$ cat config.mk
export PLATFORM = sky130hd
export DESIGN_NAME = bfc_ctrl
export DESIGN_NICKNAME = d
export VERILOG_FILES = /design/src/bfc_pkg.sv /design/src/bfc_ctrl.sv
export SDC_FILE = /design/constraint.sdc
export NUM_CORES = 1
export LEC_CHECK = 0
export ABC_AREA = 1
export BUFFER_PORTS_ARGS = -buffer_cell sky130_fd_sc_hd__buf_2
export CAP_MARGIN = 20
export CORE_AREA = 10 10 51 53
export CTS_BUF_LIST = sky130_fd_sc_hd__clkbuf_2 sky130_fd_sc_hd__clkbuf_4 sky130_fd_sc_hd__clkbuf_8
export DETAILED_ROUTE_END_ITERATION = 12
export DIE_AREA = 0 0 61 63
export SYNTH_ARGS = -nofsm -noshare
export SYNTH_HDL_FRONTEND = slang
export SYNTH_SLANG_ARGS = --single-unit
$ cat constraint.sdc
create_clock -name clk -period 1.3 [get_ports clk]
set_input_delay 0.065 -clock clk [delete_from_list [all_inputs] [get_ports clk]]
set_output_delay 0.065 -clock clk [all_outputs]
set_load 0.05 [all_outputs]
$ cat src/bfc_pkg.sv
// bfc_pkg: constants, types and codes shared by the block feature classifier
// used by bfc_ctrl, bfc_datapath and block_feature_classifier_unit
package bfc_pkg;

  localparam int MAX_WIDTH  = 2048;
  localparam int MAX_HEIGHT = 2048;
  localparam int FRAC_BITS  = 8;
  localparam int COL_W      = $clog2(MAX_WIDTH);
  localparam int ROW_W      = $clog2(MAX_HEIGHT);
  localparam int CNT_W      = 23;
  localparam int DIM_W      = 12;
  localparam int LBL_W      = 3;
  localparam int CFG_IDX_W  = 3;
  localparam int MA_W       = 28;
  localparam int MB_W       = 16;
  localparam int PW         = MA_W + MB_W;
  localparam int OUT_W      = 112;

  localparam logic [7:0] BLACK_LIMIT = 8'd128;

  typedef enum logic [CFG_IDX_W-1:0] {
    CFG_TEXT_HEIGHT = 3'd0,
    CFG_THX_BOUNDS  = 3'd1,
    CFG_THX_LINE    = 3'd2,
    CFG_ASPECT      = 3'd3,
    CFG_LINE_TRANS  = 3'd4,
    CFG_TVX_LARGE   = 3'd5,
    CFG_DENSITY     = 3'd6
  } cfg_idx_t;

  typedef enum logic [LBL_W-1:0] {
    LBL_TEXT    = 3'd0,
    LBL_LARGE   = 3'd1,
    LBL_SMALL   = 3'd2,
    LBL_HLINE   = 3'd3,
    LBL_VLINE   = 3'd4,
    LBL_GRAPHIC = 3'd5,
    LBL_PICTURE = 3'd6
  } label_t;

  typedef enum logic [3:0] {
    MUL_CH1X  = 4'd0,
    MUL_CH2X  = 4'd1,
    MUL_CH3X  = 4'd2,
    MUL_CRH   = 4'd3,
    MUL_C3X   = 4'd4,
    MUL_C4X   = 4'd5,
    MUL_THCH3 = 4'd6,
    MUL_WCR   = 4'd7,
    MUL_C3H   = 4'd8,
    MUL_C4H   = 4'd9,
    MUL_CV1X  = 4'd10,
    MUL_CV2X  = 4'd11,
    MUL_C5W   = 4'd12,
    MUL_NWH   = 4'd13
  } mul_op_t;

  localparam int NUM_OPS = 14;

  typedef struct packed {
    logic    upd;
    logic    mul;
    mul_op_t op;
    logic    load;
    logic    sweep;
  } cmd_t;

  typedef struct packed {
    logic eob;
    logic sweep_last;
    logic out_busy;
  } status_t;

endpackage

$ cat src/bfc_ctrl.sv
// bfc_ctrl: sequencer for pixel update, product steps, result load and clearing sweep
// depends on bfc_pkg
module bfc_ctrl (
  input  logic             clk,
  input  logic             rst,
  input  logic             s_tvalid,
  output logic             s_tready,
  input  bfc_pkg::status_t status,
  output bfc_pkg::cmd_t    cmd
);
  import bfc_pkg::*;

  typedef enum logic [2:0] {
    ST_IDLE,
    ST_UPDATE,
    ST_MUL,
    ST_DECIDE,
    ST_CLEAR
  } state_t;

  state_t  state;
  mul_op_t op;

  always_ff @(posedge clk) begin
    if (rst) begin
      state <= ST_CLEAR;
      op    <= MUL_CH1X;
    end else begin
      case (state)
        ST_IDLE: begin
          if (s_tvalid) state <= ST_UPDATE;
        end
        ST_UPDATE: begin
          op <= MUL_CH1X;
          state <= status.eob ? ST_MUL : ST_IDLE;
        end
        ST_MUL: begin
          if (op == MUL_NWH) state <= ST_DECIDE;
          else op <= mul_op_t'(op + 4'd1);
        end
        ST_DECIDE: begin
          if (!status.out_busy) state <= ST_CLEAR;
        end
        ST_CLEAR: begin
          if (status.sweep_last) state <= ST_IDLE;
        end
        default: state <= ST_CLEAR;
      endcase
    end
  end

  always_comb begin
    s_tready  = (state == ST_IDLE);
    cmd.upd   = (state == ST_UPDATE);
    cmd.mul   = (state == ST_MUL);
    cmd.op    = op;
    cmd.load  = (state == ST_DECIDE) && !status.out_busy;
    cmd.sweep = (state == ST_CLEAR);
  end

endmodule

==> out/qor.yml, run 1 <==
worst_setup_path:
  timing.rr.end: "op[1]$_SDFFE_PP0P_"
  r2r_start: "op[1]$_SDFFE_PP0P_"
  crit_path_max_incr_delay_ns: 0.43
  critical_path_buf_inv_count: 2
  cp_top_family: "flip-flops"
  rrSetupSlack_ns: 0.09
  crit_slowest_cell: "dfxtp_2"
  reg2regPathDepth: 8
  cp_cell_sequence: "nor2_4, nand2_1, clkinvlp_4, buf_4"
  endpoint_kind: "output pin"
  worstPathMaxFanout: 8
  start_kind: "register"
  critPathArrivalTime_ns: 1.22
  crit_type: "reg2out"
  critPathRequiredTime_ns: 1.24
synth:
  yosysSeqAreaShare_pct: 31.46
  synthAdderAreaFrac_pct: 5.618
  yosysWarnings: 0
  synth_fp_nets: 74
  synthSimpleGateAreaFrac_pct: 47.75
  synth_top_family_by_area: "simple AND/OR/NAND/NOR gates"
  synth_top_cell_by_area: "dfxtp_1"
  synth-compound-area-share_pct: 7.303
  syn_area_sq_um: 445.4
  synth_cells: 66
  synthTopCellsByArea: "dfxtp_1 31%, nand2_1 9.3%, nor2_1 9.3%"
  synth_cell_types: 18
  synth_top_area_share_pct: 31.46
  synth_xor_area_share_pct: 0
  synth.avg_cell_area_sq_um: 6.749
  synth_seq_cells: 7
  synth.mux.area_fraction_pct: 0
clocking:
  clkSinkCount: 7
  clock_latency_ns: 0.25
  cts_tree: "done"
  cts_max_level: 1
  cts.reportedPaths.clkPinSlew_ns: 0.06
  cts-root-buf: "clkbuf_4"
  cts_hold_buf: 0
  cts_buffers: 3
  clockBufferDepth: 2
global_routing:
  overflow: 0
  antenna_found_initial: 0
  globalRouteTotalUtil_pct: 5.611
  grt_max_degree: 9
  grt_pass1_vias: 438
  grt_pass1_wl_microns: 1738
sta:
  final-hold-violation-count: 0
  finClkSkew_ns: 0.004514
  hold_slack_ns: 0.01567
  setup-violations-final: 0
  final.period_utilization_pct: 98.77
  slew_headroom_pct: 83.21
  tightest_slew_ns: 0.2536
  finalSetupTns_ns: 0
  rsz0062_at_grt: "yes"
  fmax_mhz: 778.8
  timing.final.ws_setup_ns: 0.01593
  final_max_slew_viol_count: 0
  period_needed_ns: 1.284
floorplan:
  rows: 15
  start_util_pct: 26.97
  fp.dieW_microns: 61
  core-area_sq_um: 1652
  fp.dieArea_sq_um: 3843
  die_h_microns: 63
  io-pin-count: 15
detailed_routing:
  drc: 0
  vias: 484
  via_per_inst: 4.840
  drt-initial-drc-count: 9
  post_drt_wl_per_cell_microns: 10.80
  wirelength_microns: 1080
  ant_nets: 0
  first_pass_iters: 4
layout:
  seq_area_sq_um: 151.4
  multi_input_area_sq_um: 280.3
  areaGrowthSynthToFinish_pct: 33.43
  mostFrequentLayoutCells: "11 x nand2_1, 11 x nor2_1, 11 x buf_2"
  design.final.nets: 92
  n_antenna_cell: 0
  finalInstanceArea_sq_um: 594.3
  drive_above_1_share_pct: 44.58
  fillerInstances: 190
  final_core_util_pct: 35.98
  layout.cells.non_filler: 100
placed_design:
  place_ws_ns: 0.05560
  dpl.cell_count: 96
  io_buffers: 14
  placed_area_sq_um: 543.0
  dp_hpwl_microns: 878.5
  gp_congestion: 0.7923
power_and_ir_drop:
  power.static_leakage_nw: 0.2894
  peakVddDrop_mv: 0.7677
  power_mw: 1.364
  power_density_nw_per_um2: 2295
hold_path:
  hp-start: "rst"
  hold_depth: 2
  hp-class: "in2reg"
  hold_end: "op[0]$_SDFFE_PP0P_"
outcome:
  run_status: "completed"
run:
  drv_cap: 0
==> final cells by class <==
class	count	area share, %
Multi-Input combinational cell	50	47.16
Clock buffer	4	5.053
Tap cell	17	3.579
Timing Repair Buffer	14	13.05
Sequential cell	7	25.47
Inverter	8	5.684
==> worst register-to-register path: stages, from the launching register on <==
cell and delay [ns]:
dfxtp_4 0.35, inv_1 0.05, ha_1 0.18, nand3_2 0.09, nand3_2 0.12, nand2_4 0.13
o21ai_1 0.07, o21ai_1 0.07, nor2_1 0.05
==> kinds of logic after synthesis <==
kind of cell	count (synthesis)
AO/OA/AOI/OAI	6
adder cells (fa/ha/maj)	2
buffers and inverters	9
flip-flops	7
AND/OR/NAND/NOR	42
==> power by group <==
part           total [mW]  leakage, nW  switching [mW]  internal [mW]
sequential          0.404       0.0601           0.115          0.288
clock               0.220       0.0184          0.0818          0.138
combinational       0.741        0.211           0.514          0.226
==> layer usage <==
layer / part of all wire (%) / wire, microns / up-vias / GRT usage, %
li1: - / - / 249 / -
met1: 46 / 496 / 215 / 7.037
met2: 40 / 433 / 20 / 7.270
met3: 14 / 151 / 0 / 4.675
met4: 0 / 0 / 0 / 0.8242
met5: 0 / 0 / - / 0
==> registers in the layout, summed over array words and instances (netlist names) <==
signal,count
state,3
op,4
==> worst max path at each step <==
stage | endpoint | slack [ns] | depth (start not counted) | from
finish | cmd[6] | 0.02 | 4 | state[0]$_SDFFE_PP0P_
CTS | cmd[6] | 0.00003 | 4 | state[0]$_SDFFE_PP0P_
global route | state[0]$_SDFFE_PP0P_ | -0.05 | 8 | op[1]$_SDFFE_PP0P_
floorplan | cmd[1] | -0.34 | 3 | state[0]$_SDFFE_PP0P_
global placement | op[1]$_SDFFE_PP0P_ | 0.08 | 8 | op[1]$_SDFFE_PP0P_
detailed placement | op[1]$_SDFFE_PP0P_ | 0.06 | 8 | op[1]$_SDFFE_PP0P_
==> synthesized netlist by cell type <==
cell,n
nand2_1,11
nor2_1,11
dfxtp_1,7
nand3_1,7
inv_1,6
a21oi_1,3
nor3_1,3
ha_1,2
inv_2,2
nand2_2,2
nand3_2,2
nand4_1,2
nor2_2,2
o21ai_1,2
buf_2,1
nand3b_2,1
nor2_4,1
o21bai_1,1
==> repair_timing <==
action,4_1_cts,5_1_grt
gates cloned,0,0
resized for setup,4,4
setup buffers,0,0
pin swaps,0,1
endpoints found under the hold margin,0,0
setup endpoints to repair,4,9
(Power assumes the default switching activity.)
==> inputs of run 2 (changes only) <==
--- a/config.mk
+++ b/config.mk
@@ -8,10 +8,13 @@
 export ABC_AREA = 1
 export BUFFER_PORTS_ARGS = -buffer_cell sky130_fd_sc_hd__buf_2
 export CAP_MARGIN = 20
+export CELL_PAD_IN_SITES_DETAIL_PLACEMENT = 0
+export CELL_PAD_IN_SITES_GLOBAL_PLACEMENT = 1
 export CORE_AREA = 10 10 51 53
 export CTS_BUF_LIST = sky130_fd_sc_hd__clkbuf_2 sky130_fd_sc_hd__clkbuf_4 sky130_fd_sc_hd__clkbuf_8
 export DETAILED_ROUTE_END_ITERATION = 12
 export DIE_AREA = 0 0 61 63
+export PLACE_DENSITY_LB_ADDON = 0.1
 export SYNTH_ARGS = -nofsm -noshare
 export SYNTH_HDL_FRONTEND = slang
 export SYNTH_SLANG_ARGS = --single-unit
==> constraint.sdc (replaced) <==
create_clock -name clk -period 1.1 [get_ports clk]
set_input_delay 0.055 -clock clk [delete_from_list [all_inputs] [get_ports clk]]
set_output_delay 0.055 -clock clk [all_outputs]
set_load 0.05 [all_outputs]
==> run 2 against run 1 <==
The run now ends with setup timing left. Die area unchanged. Clock power rose by 18%. Utilization up 21 points. Power is 85% higher. Largest power group unchanged.
==> out/qor.yml, run 2 (synthesis results as in run 1) <==
worst_setup_path:
  start_kind: "register"
  critPathArrivalTime_ns: 1.39
  reg2regPathDepth: 8
  crit_type: "reg2reg"
  endpoint: "state[0]$_SDFFE_PP0P_"
  cp-startpoint: "op[1]$_SDFFE_PP0P_"
  worstPathMaxFanout: 4
  critPathRequiredTime_ns: 1.29
  rrSetupSlack_ns: -0.10
  r2r_start: "op[1]$_SDFFE_PP0P_"
  timing.rr.end: "state[0]$_SDFFE_PP0P_"
  endpoint_kind: "register"
detailed_routing:
  drt-initial-drc-count: 4
  wirelength_microns: 1543
  vias: 570
  post_drt_wl_per_cell_microns: 12.65
  first_pass_iters: 4
  via_per_inst: 4.672
  drc: 0
  ant_nets: 0
layout:
  seq_area_sq_um: 161.4
  layout_commonest_cell: "buf_4"
  largest_registers: "op x4, state x3"
  multi_input_area_sq_um: 372.9
  largest_reg_flops: 4
  n_antenna_cell: 0
  mostFrequentLayoutCells: "15 x buf_4, 10 x nor2_1, 9 x buf_2"
  drive_above_1_share_pct: 68.57
  largest_register: "op"
  areaGrowthSynthToFinish_pct: 110.4
  final_core_util_pct: 56.74
  fillerInstances: 160
  design.final.nets: 114
clocking:
  clkSinkCount: 7
  cts_tree: "done"
  cts.reportedPaths.clkPinSlew_ns: 0.05
  cts_max_level: 1
  clockBufferDepth: 2
  cts_hold_buf: 0
  clock_latency_ns: 0.25
  cts_buffers: 3
  cts-root-buf: "clkbuf_4"
run:
  drv_cap: 0
global_routing:
  grt_pass1_vias: 522
  grt_max_degree: 8
  globalRouteTotalUtil_pct: 8.166
  overflow: 0
  grt_pass1_wl_microns: 2435
  antenna_found_initial: 0
sta:
  setup-violations-final: 12
  finClkSkew_ns: 0.0005450
  slew_headroom_pct: 83.36
  fmax_mhz: 829.9
  rsz0062_at_grt: "yes"
  period_needed_ns: 1.205
  timing.final.ws_setup_ns: -0.1049
  final.period_utilization_pct: 109.5
  final-hold-violation-count: 0
  finalSetupTns_ns: -0.6565
  final_max_slew_viol_count: 0
  tightest_slew_ns: 0.2514
placed_design:
  dp_hpwl_microns: 1034
  place_ws_ns: -0.09862
  io_buffers: 14
  gp_congestion: 0.7873
hold_path:
  hp-class: "in2reg"
floorplan:
  io-pin-count: 15
  core-area_sq_um: 1652
  rows: 15
  die_h_microns: 63
  fp.dieW_microns: 61
  start_util_pct: 26.97
  fp.dieArea_sq_um: 3843
power_and_ir_drop:
  peakVddDrop_mv: 1.454
  power_mw: 2.518
  power.static_leakage_nw: 0.4385
  power_density_nw_per_um2: 2686
outcome:
  violations: "setup timing"
  run_status: "complete, but fails checks"
run 2: repair_timing:
action	CTS	global route
pin swaps	6	15
hold endpoints to repair	0	0
endpoints found under the setup margin	11	12
resized for setup	29	11
buffers inserted	7	4
run 2: critical path: stages (launching register included):
cell	delay [ns]
dfxtp_4	0.35
inv_4	0.05
ha_4	0.13
nand3_4	0.09
nand3_4	0.12
nand2_2	0.07
o21bai_1	0.16
nand2_1	0.08
nor2_1	0.09
run 2: layout make-up:
class | instances | share of cell area, %
Tap cell | 17 | 2.270
Inverter | 8 | 4.139
Clock buffer | 4 | 3.204
Sequential cell | 7 | 17.22
Multi-Input combinational cell | 50 | 39.79
Timing Repair Buffer | 36 | 33.38
run 2: metrics by stage:
stage / instance area (sq um) / instances / hold WS [ns]
final: 937.1 / 122 / 0.01109
after global routing: 937.1 / 122 / 0.01627
after global placement: 666.9 / 107 / 0.2711
after floorplan: 500.5 / 66 / 0.1144
after detailed placement: 666.9 / 107 / 0.2743
after CTS: 858.3 / 118 / 0.005450
run 2: routing by layer:
layer / wire (microns) / part of all wire [%] / track usage (%) / vias up
met5: 0 / 0 / 0 / -
met4: 9 / 0.58 / 1.648 / 0
met3: 81 / 5.2 / 4.472 / 2
met2: 851 / 55 / 12.88 / 9
met1: 600 / 39 / 9.308 / 266
li1: - / - / - / 293
run 2: where the power goes:
| part | internal (mW) | total, mW | switching (mW) |
|---|---|---|---|
| Sequential | 0.360 | 0.517 | 0.157 |
| Combinational | 0.840 | 1.74 | 0.901 |
| Clock | 0.163 | 0.260 | 0.0964 |
| Total | 1.36 | 2.52 | 1.15 |
run 2: how the worst min path moves through the flow:
stage | endpoint | slack (ns) | cells after the start | startpoint
2_1_floorplan | op[0]$_SDFFE_PP0P_ | 0.11 | 1 | rst
3_5_place_dp | op[0]$_SDFFE_PP0P_ | 0.27 | 2 | rst
3_3_place_gp | op[0]$_SDFFE_PP0P_ | 0.27 | 2 | rst
4_1_cts | op[0]$_SDFFE_PP0P_ | 0.005 | 2 | rst
5_1_grt | op[0]$_SDFFE_PP0P_ | 0.02 | 2 | rst
6_report | op[1]$_SDFFE_PP0P_ | 0.01 | 2 | rst
==> inputs of run 3 (changes only) <==
--- a/config.mk
+++ b/config.mk
@@ -15,6 +15,7 @@
 export DETAILED_ROUTE_END_ITERATION = 12
 export DIE_AREA = 0 0 61 63
 export PLACE_DENSITY_LB_ADDON = 0.1
+export SKIP_CTS_REPAIR_TIMING = 1
 export SYNTH_ARGS = -nofsm -noshare
 export SYNTH_HDL_FRONTEND = slang
 export SYNTH_SLANG_ARGS = --single-unit
==> run 3 against run 2 <==
The run still ends with setup timing left. Clock skew about the same. Clock power is essentially flat. Via count is 5.4% lower. Cell area decreased by 9.6%. Maximum frequency grew 0.47%. Register-to-register slack improved by 0.08 ns. Die area is the same. Final cell count shrank 6.6%. Largest cell class unchanged.
==> out/qor.yml, run 3 (synthesis results as in run 1) <==
outcome:
  run_status: "complete, but fails checks"
  violations: "setup timing"
global_routing:
  overflow: 0
  globalRouteTotalUtil_pct: 7.115
  antenna_found_initial: 0
  grt_pass1_vias: 478
  grt_pass1_wl_microns: 2152
  grt_max_degree: 8
clocking:
  cts_max_level: 1
  clockBufferDepth: 2
  cts_tree: "done"
  clock_latency_ns: 0.25
  cts-root-buf: "clkbuf_4"
  cts.reportedPaths.clkPinSlew_ns: 0.05
  clkSinkCount: 7
  cts_buffers: 3
layout:
  largest_reg_flops: 4
  largest_registers: "op x4, state x3"
  design.final.nets: 106
  mostFrequentLayoutCells: "13 x buf_4, 10 x nor2_1, 9 x buf_2"
  areaGrowthSynthToFinish_pct: 90.17
  largest_register: "op"
  final_core_util_pct: 51.29
  n_antenna_cell: 0
  layout_commonest_cell: "buf_4"
  drive_above_1_share_pct: 64.95
worst_setup_path:
  crit_type: "reg2out"
  critPathArrivalTime_ns: 1.14
  reg2regPathDepth: 8
  start_kind: "register"
  cp-startpoint: "state[0]$_SDFFE_PP0P_"
  cpMostUsedCell: "buf_6"
  cp_cell_sequence: "buf_6, nand2_4, nor3_4, buf_6"
  endpoint_kind: "output pin"
  cp_num_cells: 4
  r2r_start: "op[1]$_SDFFE_PP0P_"
  crit_path_max_incr_delay_ns: 0.40
  crit_slowest_cell: "dfxtp_4"
  endpoint: "cmd[1]"
  critical_path_buf_inv_count: 2
  worstPathMaxFanout: 7
  timing.rr.end: "state[0]$_SDFFE_PP0P_"
  rrSetupSlack_ns: -0.02
  cp_top_family: "flip-flops"
  critPathRequiredTime_ns: 1.04
placed_design:
  dp_hpwl_microns: 1034
  io_buffers: 14
  gp_congestion: 0.7873
power_and_ir_drop:
  power_mw: 2.264
  power.static_leakage_nw: 0.4035
  peakVddDrop_mv: 1.383
  power_density_nw_per_um2: 2672
floorplan:
  io-pin-count: 15
  fp.dieW_microns: 61
  start_util_pct: 26.97
  die_h_microns: 63
  rows: 15
  core-area_sq_um: 1652
  fp.dieArea_sq_um: 3843
sta:
  fmax_mhz: 833.8
  final_max_slew_viol_count: 0
  final-hold-violation-count: 0
  finClkSkew_ns: 0.0004740
  tightest_slew_ns: 0.2514
  timing.final.ws_setup_ns: -0.09928
  rsz0062_at_grt: "yes"
  period_needed_ns: 1.199
  final.period_utilization_pct: 109.0
  setup-violations-final: 8
  hold_slack_ns: 0.01363
  slew_headroom_pct: 83.36
hold_path:
  hp-class: "in2reg"
detailed_routing:
  first_pass_iters: 6
  drc: 0
  via_per_inst: 4.728
  vias: 539
  wirelength_microns: 1333
  post_drt_wl_per_cell_microns: 11.69
  ant_nets: 0
  drt-initial-drc-count: 9
run:
  drv_cap: 0
## run 3: final cells by class
class	instances	area, sq um
sequential	7	161.4
tap	17	21.27
fill	172	804.5
clock buffer	4	30.03
inverter	8	38.79
timing repair buffer	28	221.5
multi-input combinational	50	374.1
## run 3: power by group
group / leakage, nW / internal [mW] / switching, mW / total (mW)
Combinational: 0.324 / 0.662 / 0.822 / 1.48
Clock: 0.0184 / 0.163 / 0.0936 / 0.257
Sequential: 0.0614 / 0.360 / 0.163 / 0.523
## run 3: worst min-delay path by stage
stage,slack (ns),depth (start not counted),from,end
2_1_floorplan,0.11,1,rst,op[0]$_SDFFE_PP0P_
3_3_place_gp,0.27,2,rst,op[0]$_SDFFE_PP0P_
3_5_place_dp,0.27,2,rst,op[0]$_SDFFE_PP0P_
4_1_cts,0.005,2,rst,op[0]$_SDFFE_PP0P_
5_1_grt,0.02,2,rst,op[0]$_SDFFE_PP0P_
6_report,0.01,2,rst,op[1]$_SDFFE_PP0P_
## run 3: per-stage QoR
step	std cells	worst slack, ns	cell area, sq um	setup TNS [ns]
2_1_floorplan	66	-0.1350	500.5	-0.8347
6_report	114	-0.09928	847.1	-0.4336
3_5_place_dp	107	-0.09862	666.9	-0.3728
4_1_cts	111	-0.3270	696.9	-1.741
3_3_place_gp	107	-0.1086	666.9	-0.4225
5_1_grt	114	-0.1760	847.1	-1.302
## run 3: layer usage
layer	vias to the layer above	share of wire, %	wire, microns	global-route usage [%]
met3	2	5.5	73	4.675
met4	0	0.68	9	1.648
met2	10	53	703	10.84
li1	276	-	-	-
met1	251	41	546	7.928
met5	-	0	0	0
